File: src/mbd_pkg.sv
`timescale 1ns / 1ps
// ----------------------------------------------------------------------------
// mbd_pkg
// Shared constants, register map and helper types for the matte border
// detector.
// ----------------------------------------------------------------------------
package mbd_pkg;

  localparam int DEF_MAX_WIDTH  = 2048;
  localparam int DEF_MAX_HEIGHT = 2048;

  localparam int CFG_ADDR_W = 3;
  localparam int CFG_DATA_W = 12;
  localparam int DIM_CFG_W  = 12;
  localparam int SAMPLE_W   = 8;
  localparam int TOL_W      = 10;
  localparam int DIST_W     = 10;

  localparam logic [DIM_CFG_W-1:0] RST_FRAME_WIDTH  = 12'd720;
  localparam logic [DIM_CFG_W-1:0] RST_FRAME_HEIGHT = 12'd576;
  localparam logic [SAMPLE_W-1:0]  RST_MATTE_LUMA   = 8'd16;
  localparam logic [SAMPLE_W-1:0]  RST_MATTE_CB     = 8'd128;
  localparam logic [SAMPLE_W-1:0]  RST_MATTE_CR     = 8'd128;
  localparam logic [TOL_W-1:0]     RST_TOLERANCE    = 10'd6;

  typedef enum logic [CFG_ADDR_W-1:0] {
    REG_FRAME_WIDTH  = 3'd0,
    REG_FRAME_HEIGHT = 3'd1,
    REG_MATTE_LUMA   = 3'd2,
    REG_MATTE_CB     = 3'd3,
    REG_MATTE_CR     = 3'd4,
    REG_TOLERANCE    = 3'd5
  } cfg_reg_t;

  typedef struct packed {
    logic first_col;
    logic first_row;
    logic row_end;
    logic last_row;
  } pix_flags_t;

  function automatic logic [DIST_W-1:0] absdiff(input logic [SAMPLE_W-1:0] a,
                                                input logic [SAMPLE_W-1:0] b);
    logic [SAMPLE_W-1:0] d;
    d = (a > b) ? (a - b) : (b - a);
    return DIST_W'(d);
  endfunction

endpackage

File: src/mbd_scan.sv
`timescale 1ns / 1ps
// ----------------------------------------------------------------------------
// mbd_scan
// Raster position counters and per-pixel matte distance at the input beat.
// ----------------------------------------------------------------------------
module mbd_scan #(
  parameter int MAX_WIDTH  = mbd_pkg::DEF_MAX_WIDTH,
  parameter int MAX_HEIGHT = mbd_pkg::DEF_MAX_HEIGHT
) (
  input  logic                                 clk,
  input  logic                                 rst_n,
  input  logic                                 in_valid,
  output logic                                 in_ready,
  input  logic [mbd_pkg::SAMPLE_W-1:0]         in_luma,
  input  logic [mbd_pkg::SAMPLE_W-1:0]         in_chroma_b,
  input  logic [mbd_pkg::SAMPLE_W-1:0]         in_chroma_r,
  input  logic [mbd_pkg::SAMPLE_W-1:0]         matte_luma,
  input  logic [mbd_pkg::SAMPLE_W-1:0]         matte_cb,
  input  logic [mbd_pkg::SAMPLE_W-1:0]         matte_cr,
  input  logic [$clog2(MAX_WIDTH):0]           width,
  input  logic [$clog2(MAX_HEIGHT):0]          height,
  input  logic                                 s1_free,
  output logic                                 acc,
  output logic [$clog2(MAX_WIDTH)-1:0]         col_addr,
  output logic [$clog2(MAX_HEIGHT)-1:0]        row_idx,
  output mbd_pkg::pix_flags_t                  flags,
  output logic [mbd_pkg::DIST_W-1:0]           pix_dist
);

  localparam int WA_W = $clog2(MAX_WIDTH);
  localparam int HA_W = $clog2(MAX_HEIGHT);
  localparam int WD_W = WA_W + 1;
  localparam int HD_W = HA_W + 1;

  logic [WA_W-1:0] col_pos_r, col_pos_nxt;
  logic [HA_W-1:0] row_pos_r, row_pos_nxt;
  logic            row_end, last_row;

  assign in_ready = s1_free;
  assign acc      = in_valid && s1_free;

  assign row_end  = (WD_W'(col_pos_r) + WD_W'(1)) >= width;
  assign last_row = (HD_W'(row_pos_r) + HD_W'(1)) >= height;

  assign pix_dist = mbd_pkg::absdiff(in_luma, matte_luma)
                  + mbd_pkg::absdiff(in_chroma_b, matte_cb)
                  + mbd_pkg::absdiff(in_chroma_r, matte_cr);

  assign col_addr        = col_pos_r;
  assign row_idx         = row_pos_r;
  assign flags.first_col = (col_pos_r == '0);
  assign flags.first_row = (row_pos_r == '0);
  assign flags.row_end   = row_end;
  assign flags.last_row  = last_row;

  always_comb begin
    col_pos_nxt = col_pos_r;
    row_pos_nxt = row_pos_r;
    if (acc) begin
      if (row_end) begin
        col_pos_nxt = '0;
        row_pos_nxt = last_row ? '0 : row_pos_r + HA_W'(1);
      end else begin
        col_pos_nxt = col_pos_r + WA_W'(1);
      end
    end
  end

  always_ff @(posedge clk) begin
    if (!rst_n) begin
      col_pos_r <= '0;
      row_pos_r <= '0;
    end else begin
      col_pos_r <= col_pos_nxt;
      row_pos_r <= row_pos_nxt;
    end
  end

endmodule

File: config.mk
export PLATFORM = sky130hd
export DESIGN_NAME = mbd_scan
export DESIGN_NICKNAME = d
export VERILOG_FILES = /design/src/mbd_pkg.sv /design/src/mbd_scan.sv
export SDC_FILE = /design/constraint.sdc
export NUM_CORES = 1
export LEC_CHECK = 0
export BUFFER_PORTS_ARGS = -buffer_cell sky130_fd_sc_hd__buf_2
export CORE_MARGIN = 2
export CORE_UTILIZATION = 40
export CTS_BUF_LIST = sky130_fd_sc_hd__clkbuf_4
export DETAILED_ROUTE_END_ITERATION = 8
export GPL_TIMING_DRIVEN = 0
export SYNTH_ARGS = -nofsm -noshare
export SYNTH_HDL_FRONTEND = slang
export SYNTH_SLANG_ARGS = --single-unit
export TNS_END_PERCENT = 5
File: constraint.sdc
create_clock -name clk -period 9 [get_ports clk]
set_input_delay 1.8 -clock clk [delete_from_list [all_inputs] [get_ports clk]]
set_output_delay 1.8 -clock clk [all_outputs]
set_load 0.05 [all_outputs]
==> flow_summary.json <==
{
  "grt_usage_pct": 17.1,
  "dp_slack_ns": 1.04,
  "finalCriticalPeriod_ns": 7.98,
  "grt_pass1_vias": 4098,
  "post_cts_resized": 0,
  "drive_above_1_share_pct": 18.9,
  "gp_congestion": 0.866,
  "viasPerCell": 5.01,
  "htreeDepth": 1,
  "grt_max_degree": 13,
  "coreArea_sq_um": 10800,
  "async_flop_share_pct": 0,
  "io_pins": 114,
  "cp_common_cell": "buf_2",
  "io_buffers": 113,
  "start_util_pct": 41.0,
  "setup-violations-final": 0,
  "hp-class": "flip-flop to flip-flop",
  "rows": 38,
  "power_frac_seq_pct": 10.4,
  "yosys_most_used_dff": "dfxtp_1",
  "cp-end-kind": "primary output",
  "powerDensity_nw_per_um2": 182,
  "ys_ff_latch": 22,
  "arrival_ns": 6.18,
  "die_x_um": 109,
  "instances_no_fill": 851,
  "clkSinkCount": 22,
  "p_clk_share_pct": 4.9,
  "vias": 4261,
  "antenna_found_initial": 0,
  "drtIter0Drc": 113,
  "dpl.cell_count": 846,
  "yosysWarnings": 0,
  "synth_nets": 764,
  "fin_worst_skew_ns": 0.0170,
  "crit_chain": "buf_2 > inv_1 > ha_1 > clkbuf_1 > nand4_1 > or2_2 > o21ai_1 > buf_2 > mux2i_1 > xor2_1 > fa_1 > inv_1 > ha_1 > a21o_1 > a21oi_1 > nor2b_1 > o21a_1 > o41ai_1 > xor2_1 > buf_2",
  "worst_hold_slack_ns": 0.533,
  "path_class": "primary input to primary output",
  "cp_slowest_stage_delay_ns": 0.54,
  "clk_path_buf_depth": 2,
  "fmax_mhz": 125,
  "worstPathRequired_ns": 7.20,
  "holdBufCountCts": 0,
  "r2r_slack_ns": 5.18,
  "synthesis.instances": 593,
  "routed_wl_um": 10200,
  "vdd_drop_max_mv": 0.372,
  "ys_seq_area_share_pct": 9.90,
  "syn2layout_area_growth_pct": 17.3,
  "cts_tree": "built",
  "hold_violations": 0,
  "root_buffer": "clkbuf_4",
  "design_area_sq_um": 5220,
  "crit_fanout": 10,
  "synth_area_per_cell_sq_um": 7.50,
  "p_int_mw": 0.363,
  "startpoint_type": "primary input",
  "p_sw_mw": 0.584,
  "hpwl_um": 8780,
  "switching_share_pct": 61.7,
  "dpl-instance-area_sq_um": 5190,
  "min_period_over_period_pct": 88.6,
  "wl_per_cell_um": 12.0,
  "tightest_slew_ns": 0.675,
  "route.detailed.drc": 0,
  "drt_first_pass_iters": 4,
  "p_leak_nw": 2.90,
  "post_cts_buffers": 0,
  "rsz0062_at_grt": "false",
  "clkLatencyLatePin_ns": 0.31,
  "grt-ovfl-total": 0,
  "critPathSlowestCell": "fa_1",
  "netlist_area_sq_um": 4450,
  "numCtsBuffers": 3,
  "slew_violations": 0,
  "maxSlewHeadroom_pct": 54.4,
  "run_status": "finished clean",
  "max_cap_violations": 0,
  "clk_pin_slew_ns": 0.13,
  "final_antenna_net_count": 0,
  "p_comb_share_pct": 84.7,
  "layout.nets": 882,
  "tns_ns": 0,
  "grt_pass1_wl_um": 17200,
  "ys_types": 48,
  "die_area_sq_um": 12000,
  "synth_edf_count": 0,
  "setup_ws_ns": 1.02,
  "die_height_um": 109
}
-- worst max-delay path: cells and delay by family --
| family | cells | cell delay, ns |
|---|---|---|
| adder cells (fa/ha/maj) | 3 | 1.09 |
| multiplexers | 1 | 0.24 |
| XOR/XNOR | 2 | 0.30 |
| AO/OA/AOI/OAI | 5 | 1.14 |
| buffers and inverters | 6 | 1.07 |
| AND/OR/NAND/NOR | 3 | 0.53 |
-- power groups by stage --
stage          Clock [mW]  Sequential (mW)  Combinational (mW)
2_1_floorplan           0            0.103               0.638
3_3_place_gp            0            0.101               0.791
3_5_place_dp            0            0.101               0.806
6_report           0.0463           0.0990               0.802
4_1_cts            0.0480           0.0990               0.809
5_1_grt            0.0521           0.0993               0.871
-- final timing paths --
check                              endpoint  cells after the start  startpoint
worst min register to register   row_idx[1]                      2  row_idx[1]
worst max register to register   row_idx[4]                     15  row_idx[2]
worst min-delay path             row_idx[1]                      2  row_idx[1]
worst max-delay path            pix_dist[8]                     20  in_luma[3]
-- layout make-up --
class                      count  area [sq um]
sequential                    22           440
fill                        1108          5620
buffer                        20           103
multi-input combinational    445          3510
inverter                     106           398
tap                          140           175
clock buffer                   3          22.5
antenna                        1          2.50
clock inverter                 1          3.75
timing repair buffer         113           566
-- cells in the final DEF (no fill, tap or decap), drive strengths merged, types with 3 or more instances in the layout --
| cell type | instances |
|---|---|
| o21ai | 35 |
| nor4 | 4 |
| nor2b | 14 |
| clkbuf | 13 |
| nand2b | 4 |
| nand4b | 3 |
| a31oi | 4 |
| nor2 | 39 |
| and3 | 11 |
| a21boi | 5 |
| nand3 | 22 |
| mux2i | 12 |
| a2bb2oi | 3 |
| a211o | 4 |
| a21o | 11 |
| inv | 106 |
| xnor2 | 24 |
| buf | 123 |
| nand3b | 3 |
| a211oi | 6 |
| o21a | 9 |
| nand2 | 36 |
| a21oi | 38 |
| dfxtp | 22 |
| xor2 | 25 |
| a32oi | 5 |
| ha | 80 |
| fa | 15 |
| nand4 | 11 |
-- registers in the layout, summed over array words and instances (netlist names) --
register	flops
col_addr	11
row_idx	11
-- cells in the mapped netlist, types with 10 or more instances --
| library cell | count | area (sq um) |
|---|---|---|
| nand2_1 | 36 | 135 |
| mux2i_1 | 12 | 120 |
| nor2b_1 | 14 | 87.6 |
| a21o_1 | 11 | 82.6 |
| nand3_1 | 22 | 110 |
| inv_1 | 106 | 398 |
| xnor2_1 | 24 | 210 |
| xor2_1 | 25 | 219 |
| ha_1 | 80 | 1000 |
| fa_1 | 15 | 300 |
| o21ai_0 | 33 | 165 |
| a21oi_1 | 37 | 185 |
| dfxtp_1 | 22 | 440 |
| clkbuf_1 | 10 | 37.5 |
| and3_1 | 11 | 68.8 |
| nor2_1 | 39 | 146 |
| nand4_1 | 10 | 62.6 |
-- stage by stage --
| stage | total power [mW] | utilization (%) |
|---|---|---|
| final | 0.947 | 48.1 |
| after global routing | 1.02 | 48.1 |
| after CTS | 0.956 | 48.1 |
| after detailed placement | 0.907 | 47.9 |
| after global placement | 0.892 | 47.9 |
| after floorplan | 0.741 | - |
-- layer usage --
metal / track usage [%] / wire length, um / vias to the layer above
li1: - / - / 2226
met4: 3.25 / 76 / 0
met1: 21.3 / 4640 / 1945
met3: 2.02 / 511 / 4
met5: 0 / 0 / -
met2: 31.8 / 5010 / 86
-- cells by family after synthesis --
kind of cell / after synthesis / share of synthesized area (%)
simple gates: 157 / 17.9
flops: 22 / 9.90
xor+xnor: 49 / 9.65
fa+ha+maj: 95 / 29.3
mux: 13 / 3.04
compound gates: 131 / 19.0
buf+inv: 126 / 11.3
Power figures use the tool's default switching activity.
