$ cat src/mbd_pkg.sv
`timescale 1ns / 1ps
// ----------------------------------------------------------------------------
// mbd_pkg
// Shared constants, register map and helper types for the matte border
// detector.
// ----------------------------------------------------------------------------
package mbd_pkg;

  localparam int DEF_MAX_WIDTH  = 2048;
  localparam int DEF_MAX_HEIGHT = 2048;

  localparam int CFG_ADDR_W = 3;
  localparam int CFG_DATA_W = 12;
  localparam int DIM_CFG_W  = 12;
  localparam int SAMPLE_W   = 8;
  localparam int TOL_W      = 10;
  localparam int DIST_W     = 10;

  localparam logic [DIM_CFG_W-1:0] RST_FRAME_WIDTH  = 12'd720;
  localparam logic [DIM_CFG_W-1:0] RST_FRAME_HEIGHT = 12'd576;
  localparam logic [SAMPLE_W-1:0]  RST_MATTE_LUMA   = 8'd16;
  localparam logic [SAMPLE_W-1:0]  RST_MATTE_CB     = 8'd128;
  localparam logic [SAMPLE_W-1:0]  RST_MATTE_CR     = 8'd128;
  localparam logic [TOL_W-1:0]     RST_TOLERANCE    = 10'd6;

  typedef enum logic [CFG_ADDR_W-1:0] {
    REG_FRAME_WIDTH  = 3'd0,
    REG_FRAME_HEIGHT = 3'd1,
    REG_MATTE_LUMA   = 3'd2,
    REG_MATTE_CB     = 3'd3,
    REG_MATTE_CR     = 3'd4,
    REG_TOLERANCE    = 3'd5
  } cfg_reg_t;

  typedef struct packed {
    logic first_col;
    logic first_row;
    logic row_end;
    logic last_row;
  } pix_flags_t;

  function automatic logic [DIST_W-1:0] absdiff(input logic [SAMPLE_W-1:0] a,
                                                input logic [SAMPLE_W-1:0] b);
    logic [SAMPLE_W-1:0] d;
    d = (a > b) ? (a - b) : (b - a);
    return DIST_W'(d);
  endfunction

endpackage

$ cat src/mbd_edges.sv
`timescale 1ns / 1ps
// ----------------------------------------------------------------------------
// mbd_edges
// Content tests against tolerance thresholds, first/last content tracking
// and the result register.
// ----------------------------------------------------------------------------
module mbd_edges #(
  parameter int MAX_WIDTH  = mbd_pkg::DEF_MAX_WIDTH,
  parameter int MAX_HEIGHT = mbd_pkg::DEF_MAX_HEIGHT
) (
  input  logic                                  clk,
  input  logic                                  rst_n,
  input  logic                                  take,
  input  logic [$clog2(MAX_WIDTH)-1:0]          s1_col,
  input  logic [$clog2(MAX_HEIGHT)-1:0]         s1_row,
  input  mbd_pkg::pix_flags_t                   s1_flags,
  input  logic [$clog2(765*MAX_HEIGHT+1)-1:0]   col_sum,
  input  logic [$clog2(765*MAX_WIDTH+1)-1:0]    row_sum,
  input  logic [$clog2(MAX_WIDTH):0]            width,
  input  logic [$clog2(MAX_HEIGHT):0]           height,
  input  logic [mbd_pkg::TOL_W-1:0]             tolerance,
  output logic                                  s2_free,
  output logic                                  out_valid,
  input  logic                                  out_ready,
  output logic [$clog2(MAX_WIDTH):0]            out_left_edge,
  output logic [$clog2(MAX_HEIGHT):0]           out_top_edge,
  output logic [$clog2(MAX_WIDTH)-1:0]          out_right_edge,
  output logic [$clog2(MAX_HEIGHT)-1:0]         out_bottom_edge
);

  localparam int WA_W = $clog2(MAX_WIDTH);
  localparam int HA_W = $clog2(MAX_HEIGHT);
  localparam int WD_W = WA_W + 1;
  localparam int HD_W = HA_W + 1;
  localparam int CS_W = $clog2(765*MAX_HEIGHT+1);
  localparam int RS_W = $clog2(765*MAX_WIDTH+1);
  localparam int TW_W = mbd_pkg::TOL_W + 1 + WD_W;
  localparam int TH_W = mbd_pkg::TOL_W + 1 + HD_W;

  logic [TW_W-1:0]     thr_row_r;
  logic [TH_W-1:0]     thr_col_r;

  logic                s2_v_r;
  logic [WA_W-1:0]     s2_col_r;
  logic [HA_W-1:0]     s2_row_r;
  mbd_pkg::pix_flags_t s2_flags_r;
  logic [CS_W-1:0]     s2_csum_r;
  logic [RS_W-1:0]     s2_rsum_r;

  logic [HD_W-1:0]     top_r, top_nxt, top_base;
  logic [HA_W-1:0]     bottom_r, bottom_nxt, bottom_base;
  logic [WD_W-1:0]     left_r, left_nxt, left_base;
  logic [WA_W-1:0]     right_r, right_nxt, right_base;

  logic                out_valid_r;
  logic [WD_W-1:0]     out_left_r;
  logic [HD_W-1:0]     out_top_r;
  logic [WA_W-1:0]     out_right_r;
  logic [HA_W-1:0]     out_bottom_r;

  logic                frame_first, col_hit, row_hit, s2_emit, out_free, s2_go;

  assign frame_first = s2_flags_r.first_col && s2_flags_r.first_row;
  assign s2_emit     = s2_flags_r.row_end && s2_flags_r.last_row;
  assign out_free    = !out_valid_r || out_ready;
  assign s2_go       = s2_v_r && (!s2_emit || out_free);
  assign s2_free     = !s2_v_r || s2_go;

  assign col_hit = s2_flags_r.last_row && (TH_W'(s2_csum_r) >= thr_col_r);
  assign row_hit = s2_flags_r.row_end && (TW_W'(s2_rsum_r) >= thr_row_r);

  always_comb begin
    top_base    = frame_first ? height : top_r;
    left_base   = frame_first ? width  : left_r;
    bottom_base = frame_first ? '0     : bottom_r;
    right_base  = frame_first ? '0     : right_r;

    left_nxt  = left_base;
    right_nxt = right_base;
    if (col_hit) begin
      right_nxt = s2_col_r;
      if (WD_W'(s2_col_r) < left_base) begin
        left_nxt = WD_W'(s2_col_r);
      end
    end

    top_nxt    = top_base;
    bottom_nxt = bottom_base;
    if (row_hit) begin
      bottom_nxt = s2_row_r;
      if (HD_W'(s2_row_r) < top_base) begin
        top_nxt = HD_W'(s2_row_r);
      end
    end
  end

  always_ff @(posedge clk) begin
    thr_row_r <= (TW_W'(tolerance) + TW_W'(1)) * TW_W'(width);
    thr_col_r <= (TH_W'(tolerance) + TH_W'(1)) * TH_W'(height);
    if (take) begin
      s2_col_r   <= s1_col;
      s2_row_r   <= s1_row;
      s2_flags_r <= s1_flags;
      s2_csum_r  <= col_sum;
      s2_rsum_r  <= row_sum;
    end
    if (s2_go) begin
      top_r    <= top_nxt;
      bottom_r <= bottom_nxt;
      left_r   <= left_nxt;
      right_r  <= right_nxt;
    end
    if (s2_go && s2_emit) begin
      out_left_r   <= left_nxt;
      out_top_r    <= top_nxt;
      out_right_r  <= right_nxt;
      out_bottom_r <= bottom_nxt;
    end
  end

  always_ff @(posedge clk) begin
    if (!rst_n) begin
      s2_v_r      <= 1'b0;
      out_valid_r <= 1'b0;
    end else begin
      if (take) begin
        s2_v_r <= 1'b1;
      end else if (s2_go) begin
        s2_v_r <= 1'b0;
      end
      if (s2_go && s2_emit) begin
        out_valid_r <= 1'b1;
      end else if (out_ready) begin
        out_valid_r <= 1'b0;
      end
    end
  end

  assign out_valid       = out_valid_r;
  assign out_left_edge   = out_left_r;
  assign out_top_edge    = out_top_r;
  assign out_right_edge  = out_right_r;
  assign out_bottom_edge = out_bottom_r;

  a_emit_loads_result: assert property (@(posedge clk) disable iff (!rst_n)
    (s2_go && s2_emit) |=> out_valid_r)
    else $error("frame end did not load the result register");

  a_edges_ordered: assert property (@(posedge clk) disable iff (!rst_n)
    out_valid_r |-> ((out_right_r == '0 || out_left_r <= WD_W'(out_right_r)) &&
                     (out_bottom_r == '0 || out_top_r <= HD_W'(out_bottom_r))))
    else $error("first content edge lies past last content edge");

endmodule

$ cat config.mk
export PLATFORM = sky130hd
export DESIGN_NAME = mbd_edges
export DESIGN_NICKNAME = d
export VERILOG_FILES = /design/src/mbd_pkg.sv /design/src/mbd_edges.sv
export SDC_FILE = /design/constraint.sdc
export NUM_CORES = 1
export LEC_CHECK = 0
export ABC_AREA = 1
export BUFFER_PORTS_ARGS = -buffer_cell sky130_fd_sc_hd__buf_4
export CORE_ASPECT_RATIO = 1.1
export CORE_MARGIN = 2
export CORE_UTILIZATION = 47
export DETAILED_ROUTE_END_ITERATION = 16
export PLACE_DENSITY = 0.65
export SLEW_MARGIN = 30
export SYNTH_ARGS = -nofsm -noshare
export SYNTH_HDL_FRONTEND = slang
export SYNTH_SLANG_ARGS = --single-unit
$ cat constraint.sdc
create_clock -name clk -period 6.84 [get_ports clk]
set_clock_uncertainty 0.15 [all_clocks]
set_input_delay 0.684 -clock clk [delete_from_list [all_inputs] [get_ports clk]]
set_output_delay 0.684 -clock clk [all_outputs]
set_load 0.02 [all_outputs]
==> results of run 1 <==
-- registers in the layout, indices dropped and copies added, names as in the netlist --
register         flops
bottom_r            11
left_r              12
out_bottom_edge     11
out_left_edge       12
out_right_edge      11
out_top_edge        12
out_valid            1
right_r             11
s2_col_r            11
s2_csum_r           21
s2_flags_r           4
s2_row_r            11
s2_rsum_r           21
s2_v_r               1
thr_col_r           23
thr_row_r           23
top_r               12
-- metrics by stage --
step / hold slack (ns) / cell area [µm²]
after floorplan: 0.3810 / 17580
after global placement: 0.3404 / 19240
after detailed placement: 0.3681 / 19240
after CTS: 0.1581 / 19990
after global routing: 0.1571 / 20000
final: 0.1814 / 20000
-- cell families after synthesis --
kind of cell | share of synthesized area, %
AOI/OAI and AO/OA | 4.839
xor gates and xnor gates | 1.644
adders and majority gates | 33.43
buffers and inverters | 10.23
DFF | 32.79
and+or+nand+nor | 17.06
-- worst max-delay path by stage --
stage	startpoint	to	slack (ns)	cells past startpoint
floorplan	tolerance[1]	thr_row_r[21]$_DFF_P_	1.25	23
global placement	tolerance[0]	thr_col_r[17]$_DFF_P_	0.53	25
detailed placement	tolerance[0]	thr_row_r[20]$_DFF_P_	0.35	25
CTS	tolerance[0]	thr_row_r[20]$_DFF_P_	0.88	25
global route	tolerance[0]	thr_row_r[20]$_DFF_P_	0.50	26
finish	tolerance[0]	thr_row_r[20]$_DFF_P_	0.82	25
-- power breakdown --
group	internal, mW	switching [mW]
logic	1.58	2.71
clock network	0.757	0.497
registers	1.68	0.0628
total	4.02	3.27
-- placed cells by master, fill, tap and decap left out, drive strengths merged --
cell and instances:
nand2 431, inv 417, nor2 195, ha 185
fa 178, buf 166, edfxtp 160, nand3 68
o21ai 66, a21oi 51, dfxtp 48, clkbuf 29
xor2 18, o21bai 16, xnor2 15, nand4 13
or2 12, clkinv 12, nor3 10, a21o 6
nand3b 5, a21boi 4, a31oi 4, o21a 3
bufinv 3, nor4 3, and2 2, a211oi 1
o211ai 1
-- cells in the mapped netlist --
master	n
a21oi_2	1
a31oi_1	4
and2_1	2
buf_6	3
a21oi_1	50
o21ai_1	7
edfxtp_1	160
a211oi_1	1
xnor2_1	15
o21a_1	3
a21boi_0	4
inv_2	1
o211ai_1	1
nor4_1	2
dfxtp_1	48
ha_1	185
nand2_1	429
nand2_2	2
buf_4	2
clkinv_1	4
nor4_4	1
nor3_1	10
nand4_1	13
a21o_1	6
nand3_1	68
o21ai_2	1
xor2_1	18
inv_1	416
buf_2	13
fa_1	178
nand3b_1	5
o21bai_1	16
clkbuf_1	27
o21ai_0	58
nor2_1	193
or2_2	12
buf_1	1
nor2_4	2
-- worst max-delay path, stage by stage --
cell and delay (ns):
buf_4 0.29, ha_1 0.23, nand2_1 0.08, nor2_1 0.13, nand2_1 0.08, o21ai_0 0.15
nand2_1 0.26, clkinv_1 0.30, nand2_1 0.12, fa_1 0.42, fa_1 0.48, fa_1 0.55
inv_1 0.05, fa_1 0.47, inv_1 0.05, fa_1 0.47, inv_1 0.04, ha_1 0.34
nand2_1 0.11, o21ai_0 0.27, a21oi_1 0.12, o21ai_0 0.32, nand2_1 0.13, nand3_1 0.09
nand2_1 0.05
-- area by class of cell --
type | instances | area (µm²)
Sequential cell | 208 | 5766
Inverter | 421 | 1583
Clock buffer | 29 | 628.1
Tap cell | 494 | 618.1
Multi-Input combinational cell | 1287 | 10030
Clock inverter | 11 | 126.4
Fill cell | 3356 | 17040
Timing Repair Buffer | 166 | 1250
-- per-layer routing --
metal	share of wire (%)	wire, µm
met1	43	18770
met2	46	20000
met3	8.3	3577
met4	2.2	935
met5	0	0
==> summary.log, run 1 <==
[timing] final hold vios 0
[placement] Setup Slack @ Placement 0.3511 ns
[layout] core utilization of the finished layout 53.99%
[detailed_routing] routed len/inst 16.55 µm
[timing] highest clock frequency the design can meet 166.0 MHz
[synthesis] post-synthesis net count 2431
[pwr] Leak 10.22 nW
[global_route] GRT Resource Usage Total 22.91%
[layout] Syn-to-layout area delta 13.73%
[detailed_routing] number of nets with antenna violations after routing 0
[timing] Slew Limit Headroom 40.59%
[detailed_routing] post-DR vias/cell 5.036
[pwr] Power Dens Cells 364.8 nW/µm²
[synthesis] leading area contributor after synthesis edfxtp_1
[cts] CTS-repair resized insts 0
[cts] later-pin clock latency in the skew report 0.53 ns
[synthesis] sequential share of the synthesized area 32.79%
[min_path] worst min-delay path startpoint s1_row[9]
[cts] hold-fix buffers at CTS 0
[global_route] grt ovf 0
[pwr] Total Power Consumption 7.294 mW
[timing] worst slew pin tran 0.8889 ns
[cts] H-tree lvl count 1
[timing] Post-Route Setup TNS 0 ns
[cts] setup repair bufs after CTS 0
[floorplanning] I/O pin count 154
[cts] clock tree from TritonCTS built
[min_path] hold path endpoint s2_row_r[9]$_DFFE_PP_
[global_route] grt peak-use layer met2
[critical_path] critical path startpoint category primary input
[timing] clock period minus worst slack 6.023 ns
[global_route] number of antenna violations at the first check in global routing 0
[timing] Setup Viol. Count Final 0
[placement] instance count after placement with tap cells included 2576
[critical_path] worst flop-to-flop path endpoint out_left_edge[4]$_DFFE_PP_
[critical_path] critical path required time 7.11 ns
[detailed_routing] via count 13170
[cts] clock transition time at the flip-flop clock pins of the worst setup and hold paths 0.06 ns
[placement] final HPWL from detailed placement 33.85 mm
[detailed_routing] number of optimization iterations in the first detailed-route pass 4
[pwr] worst ir drop on vdd 0.2574 mV
[global_route] vias in the first global route 13590
[synthesis] number of distinct library cell variants in the gate-level netlist after synthesis 38
[detailed_routing] routed wire length 43.28 mm
[synthesis] dominant cells by area after synthesis edfxtp_1 27%, fa_1 20%, ha_1 13%
[floorplanning] number of rows in the core area 74
[synthesis] total of warnings raised by yosys 0
[floorplanning] die boundary height 206.9 µm
[timing] Final period util 88.06%
[critical_path] capturing element type of the critical path register
[critical_path] Worst R2R Path Depth 13
[timing] unrepaired setup endpoints after global routing false
[critical_path] largest driver fanout on the critical path 25
[global_route] maximum number of pins on one net before global-route repair 70
[timing] number of slew-limit violations in the final report 0
[floorplanning] area of the die 38980 µm²
[global_route] met2 Usage GRT 38.15%
[layout] share of layout cells above drive strength 1 10.46%
[critical_path] Critical Setup Path Class primary input to register
[min_path] worst min path class primary input to register
[layout] Final nets 2576
[cts] buffer depth of the longest clock path 3
[timing] fin worst setup slack 0.8166 ns
[floorplanning] area inside the core boundary 37040 µm²
[synthesis] total of flip-flops plus latches after synthesis 208
[cts] Root Driver clkbuf_16
[run_status] result of the run finished clean
[cts] CTS sink count 208
[synthesis] post-synthesis average cell area 8.962 µm²
[synthesis] gate count of the mapped netlist 1962
[critical_path] register-to-register path setup slack 3.07 ns
[synthesis] area fraction of the dominant cell type after synthesis 27.33%
[synthesis] total standard cell area after synthesis 17580 µm²
[global_route] global-route wire length before repair 70.23 mm
[global_route] met1 track utilization from global routing 30.35%
[floorplanning] effective utilization at floorplan 47.48%
[placement] count of port buffers added during placement 153
[placement] last weighted congestion value of the routability-driven placer 0.9092
[critical_path] data arrival time at the worst-slack endpoint 6.30 ns
[flow_run] reported max-cap violation count 0
[floorplanning] overall die width 188.4 µm
[layout] Antenna diodes 0
[detailed_routing] remaining design rule violation count 0
[min_path] worst hold path cell count 1
[critical_path] r2r startpoint s2_flags_r[3]$_DFFE_PP_
[global_route] met3 usage in global routing 5.190%
[detailed_routing] drt initial violations 674
[cts] number of CTS-inserted buffers 23
[layout] non-filler cells in the finished layout 2616
Power figures use the tool's default switching activity.
==> inputs of run 2 (changes only) <==
--- a/config.mk
+++ b/config.mk
@@ -5,13 +5,13 @@
 export SDC_FILE = /design/constraint.sdc
 export NUM_CORES = 1
 export LEC_CHECK = 0
-export ABC_AREA = 1
 export BUFFER_PORTS_ARGS = -buffer_cell sky130_fd_sc_hd__buf_4
 export CORE_ASPECT_RATIO = 1.1
 export CORE_MARGIN = 2
-export CORE_UTILIZATION = 47
+export CORE_UTILIZATION = 59
 export DETAILED_ROUTE_END_ITERATION = 16
-export PLACE_DENSITY = 0.65
+export PLACE_DENSITY = 0.79
+export SKIP_LAST_GASP = 1
 export SLEW_MARGIN = 30
 export SYNTH_ARGS = -nofsm -noshare
 export SYNTH_HDL_FRONTEND = slang
==> run 2 against run 1 <==
  * Final cell count is 19% lower
  * Critical path depth decreased by 4
  * Synthesized cell count is 18% lower
  * First-iteration DRC count decreased by 20%
  * Total power is 8.4% lower
  * Worst hold slack improved by 0.0074 ns
  * Largest cell class unchanged
==> summary.log, run 2 <==
[run_status] result of the run finished clean [unchanged]
[timing] Setup Viol. Count Final 0 [unchanged]
[synthesis] total of warnings raised by yosys 0 [unchanged]
[timing] final hold vios 0 [unchanged]
[critical_path] r2r startpoint s2_flags_r[2]$_DFFE_PP_ [was s2_flags_r[3]$_DFFE_PP_]
[min_path] hold path endpoint s2_row_r[2]$_DFFE_PP_ [was s2_row_r[9]$_DFFE_PP_]
[critical_path] Largest stage delay, worst path 0.53 ns [was 0.55 ns]
[floorplanning] number of rows in the core area 65 [was 74]
[synthesis] count leader, synth inv_1 [was nand2_1]
[synthesis] area fraction of the dominant cell type after synthesis 28.26% [was 27.33%]
[critical_path] series of cell instances along the critical path buf_4, and3_1, and3_1, and3_1, xor2_1, buf_4, and2_1, fa_1, fa_1, fa_1, fa_1, inv_1, fa_1, inv_1, ha_1, o2111ai_1, a31oi_1, o21ai_0, o21ai_0, o221ai_1, xnor2_1
[cts] setup repair bufs after CTS 0 [unchanged]
[detailed_routing] number of optimization iterations in the first detailed-route pass 5 [was 4]
[min_path] worst hold path cell count 1 [unchanged]
[global_route] grt ovf 0 [unchanged]
[timing] unrepaired setup endpoints after global routing false [unchanged]
[placement] Setup Slack @ Placement 0.4043 ns [was 0.3511 ns]
[synthesis] most frequent cells after synthesis 304 x inv_1, 185 x ha_1, 178 x fa_1 [was 429 x nand2_1, 416 x inv_1, 193 x nor2_1]
[timing] Final period util 87.30% [was 88.06%]
[critical_path] Critical Setup Path Class primary input to register [unchanged]
[detailed_routing] routed len/inst 16.84 µm [was 16.55 µm]
[synthesis] number of distinct library cell variants in the gate-level netlist after synthesis 60 [was 38]
[timing] fin worst setup slack 0.8689 ns [was 0.8166 ns]
[floorplanning] area inside the core boundary 28550 µm² [was 37040 µm²]
[layout] Antenna diodes 0 [unchanged]
[critical_path] Worst R2R Path Depth 10 [was 13]
[detailed_routing] routed wire length 35.66 mm [was 43.28 mm]
[critical_path] capturing element type of the critical path register [unchanged]
[detailed_routing] remaining design rule violation count 0 [unchanged]
[critical_path] cell family with most CP delay adder cells [unchanged]
[timing] worst slew pin tran 0.8332 ns [was 0.8889 ns]
[timing] highest clock frequency the design can meet 167.5 MHz [was 166.0 MHz]
[critical_path] critical path's slowest cell fa_1 [unchanged]
[global_route] maximum number of pins on one net before global-route repair 70 [unchanged]
[cts] buffer depth of the longest clock path 3 [unchanged]
[synthesis] post-synthesis net count 2070 [was 2431]
[timing] Post-Route Setup TNS 0 ns [unchanged]
[critical_path] Most common cell on crit path fa_1 [was nand2_1]
[cts] CTS-repair resized insts 0 [unchanged]
[min_path] worst min-delay path startpoint s1_row[2] [was s1_row[9]]
[pwr] Power Dens Cells 347.8 nW/µm² [was 364.8 nW/µm²]
[detailed_routing] number of nets with antenna violations after routing 0 [unchanged]
[placement] last weighted congestion value of the routability-driven placer 0.9068 [was 0.9092]
[critical_path] register-to-register path setup slack 3.00 ns [was 3.07 ns]
[detailed_routing] routed wire length on met3 2.309 mm [was 3.577 mm]
[layout] non-filler cells in the finished layout 2118 [was 2616]
[pwr] worst ir drop on vdd 0.3153 mV [was 0.2574 mV]
[synthesis] total standard cell area after synthesis 17000 µm² [was 17580 µm²]
[detailed_routing] post-DR vias/cell 5.484 [was 5.036]
[detailed_routing] top layer used by detailed routing met4 [unchanged]
[timing] clock period minus worst slack 5.971 ns [was 6.023 ns]
[cts] clock tree from TritonCTS built [unchanged]
[layout] Largest regs thr_col_r (23), thr_row_r (23) [unchanged]
[pwr] Leak 9.353 nW [was 10.22 nW]
[timing] number of slew-limit violations in the final report 0 [unchanged]
[floorplanning] area of the die 30190 µm² [was 38980 µm²]
[floorplanning] overall die width 165.9 µm [was 188.4 µm]
[cts] H-tree lvl count 1 [unchanged]
[placement] count of port buffers added during placement 153 [unchanged]
[critical_path] critical path required time 7.09 ns [was 7.11 ns]
[global_route] number of antenna violations at the first check in global routing 0 [unchanged]
[critical_path] largest driver fanout on the critical path 23 [was 25]
[cts] hold-fix buffers at CTS 0 [unchanged]
[synthesis] total of flip-flops plus latches after synthesis 208 [unchanged]
[detailed_routing] length of routed wiring on met1 14.63 mm [was 18.77 mm]
[layout] core utilization of the finished layout 67.32% [was 53.99%]
[synthesis] leading area contributor after synthesis edfxtp_1 [unchanged]
[layout] Syn-to-layout area delta 13.04% [was 13.73%]
[synthesis] primary flip-flop cell chosen by synthesis mapping edfxtp_1 [unchanged]
[critical_path] data arrival time at the worst-slack endpoint 6.22 ns [was 6.30 ns]
[cts] number of CTS-inserted buffers 21 [was 23]
[placement] final HPWL from detailed placement 26.79 mm [was 33.85 mm]
[global_route] global-route wire length before repair 59.81 mm [was 70.23 mm]
[cts] clock transition time at the flip-flop clock pins of the worst setup and hold paths 0.06 ns [about the same]
[global_route] GRT Resource Usage Total 24.38% [was 22.91%]
[floorplanning] I/O pin count 154 [unchanged]
[critical_path] critical path startpoint category primary input [unchanged]
[cts] CTS sink count 208 [unchanged]
[floorplanning] effective utilization at floorplan 59.56% [was 47.48%]
[layout] number of fillers in the final layout 2118 [was 3356]
[detailed_routing] drt initial violations 540 [was 674]
[layout] most frequent cells in the layout 303 x inv_1, 185 x ha_1, 178 x fa_1 [was 429 x nand2_1, 415 x inv_1, 192 x nor2_1]
[flow_run] reported max-cap violation count 0 [unchanged]
[floorplanning] die boundary height 182.0 µm [was 206.9 µm]
[critical_path] Worst Path Buf+Inv 4 [was 5]
[detailed_routing] via count 11620 [was 13170]
[synthesis] gate count of the mapped netlist 1601 [was 1962]
[synthesis] post-synthesis average cell area 10.62 µm² [was 8.962 µm²]
[synthesis] share of synthesized registers carrying an async set or reset 0% [unchanged]
[layout] Final nets 2205 [was 2576]
[detailed_routing] total length of routed met2 wires 17.51 mm [was 20.00 mm]
[synthesis] dominant cells by area after synthesis edfxtp_1 28%, fa_1 21%, ha_1 14% [was edfxtp_1 27%, fa_1 20%, ha_1 13%]
[cts] later-pin clock latency in the skew report 0.52 ns [was 0.53 ns]
[cts] Root Driver clkbuf_16 [unchanged]
[layout] share of layout cells above drive strength 1 12.17% [was 10.46%]
[synthesis] Post-synth EDFFs 160 [unchanged]
[min_path] worst min path class primary input to register [unchanged]
[global_route] vias in the first global route 12410 [was 13590]
[timing] Slew Limit Headroom 44.45% [was 40.59%]
[synthesis] sequential share of the synthesized area 33.91% [was 32.79%]
[placement] instance count after placement with tap cells included 2080 [was 2576]
[critical_path] worst flop-to-flop path endpoint top_r[0]$_DFFE_PP_ [was out_left_edge[4]$_DFFE_PP_]
[layout] commonest non-fill, non-tap cell in the layout inv_1 [was nand2_1]
run 2: changes by cell type after synthesis, moves of 31 or more:
cell,before,now
and2_1,2,119
inv_1,416,304
mux2i_1,0,43
nand2_1,429,144
nor2_1,193,32
nor2b_1,0,31
run 2: metrics by stage:
stage | total power, mW | hold WS, ns | cell area (µm²)
2_1_floorplan | 4.704 | 0.3365 | 17000
3_3_place_gp | 5.429 | 0.3604 | 18520
3_5_place_dp | 5.550 | 0.3817 | 18520
4_1_cts | 6.730 | 0.1713 | 19200
5_1_grt | 7.336 | 0.1670 | 19220
6_report | 6.684 | 0.1889 | 19220
run 2: worst max path at each step:
stage / startpoint / endpoint / slack, ns / depth (start not counted)
6_report: tolerance[2] / thr_row_r[22]$_DFF_P_ / 0.87 / 21
4_1_cts: tolerance[2] / thr_row_r[22]$_DFF_P_ / 0.92 / 21
5_1_grt: tolerance[0] / thr_row_r[22]$_DFF_P_ / 0.53 / 21
3_5_place_dp: tolerance[0] / thr_col_r[22]$_DFF_P_ / 0.40 / 21
2_1_floorplan: tolerance[0] / thr_row_r[21]$_DFF_P_ / 0.78 / 22
3_3_place_gp: tolerance[0] / thr_row_r[22]$_DFF_P_ / 0.48 / 21
run 2: cell type report:
class	count	area (µm²)	area share [%]
well taps	368	460.4	2.396
inverters	304	1144	5.951
repair buffers	170	1289	6.706
flip-flops and latches	208	5766	30.00
clock buffers	22	529.3	2.754
clock inverters	15	145.1	0.7552
multi-input cells	1031	9886	51.44
run 2: logic make-up after synthesis:
kind of cell	after synthesis	synth area share, %
AOI/OAI and AO/OA	159	5.910
buffers and inverters	362	8.044
DFF	208	33.91
xor gates and xnor gates	44	2.267
adders and majority gates	363	34.57
muxes	45	2.664
and+or+nand+nor	420	12.63
run 2: routing by layer:
metal	global-route usage [%]	vias to the layer above
met3	4.686	82
met2	41.94	340
met4	8.661	0
met5	0	-
met1	30.99	5741
li1	-	5452
run 2: power by group:
part,leakage (nW),internal (mW),switching (mW)
clock,0.327,0.644,0.492
combinational,7.10,1.67,2.15
sequential,1.92,1.67,0.0617
total,9.35,3.98,2.70
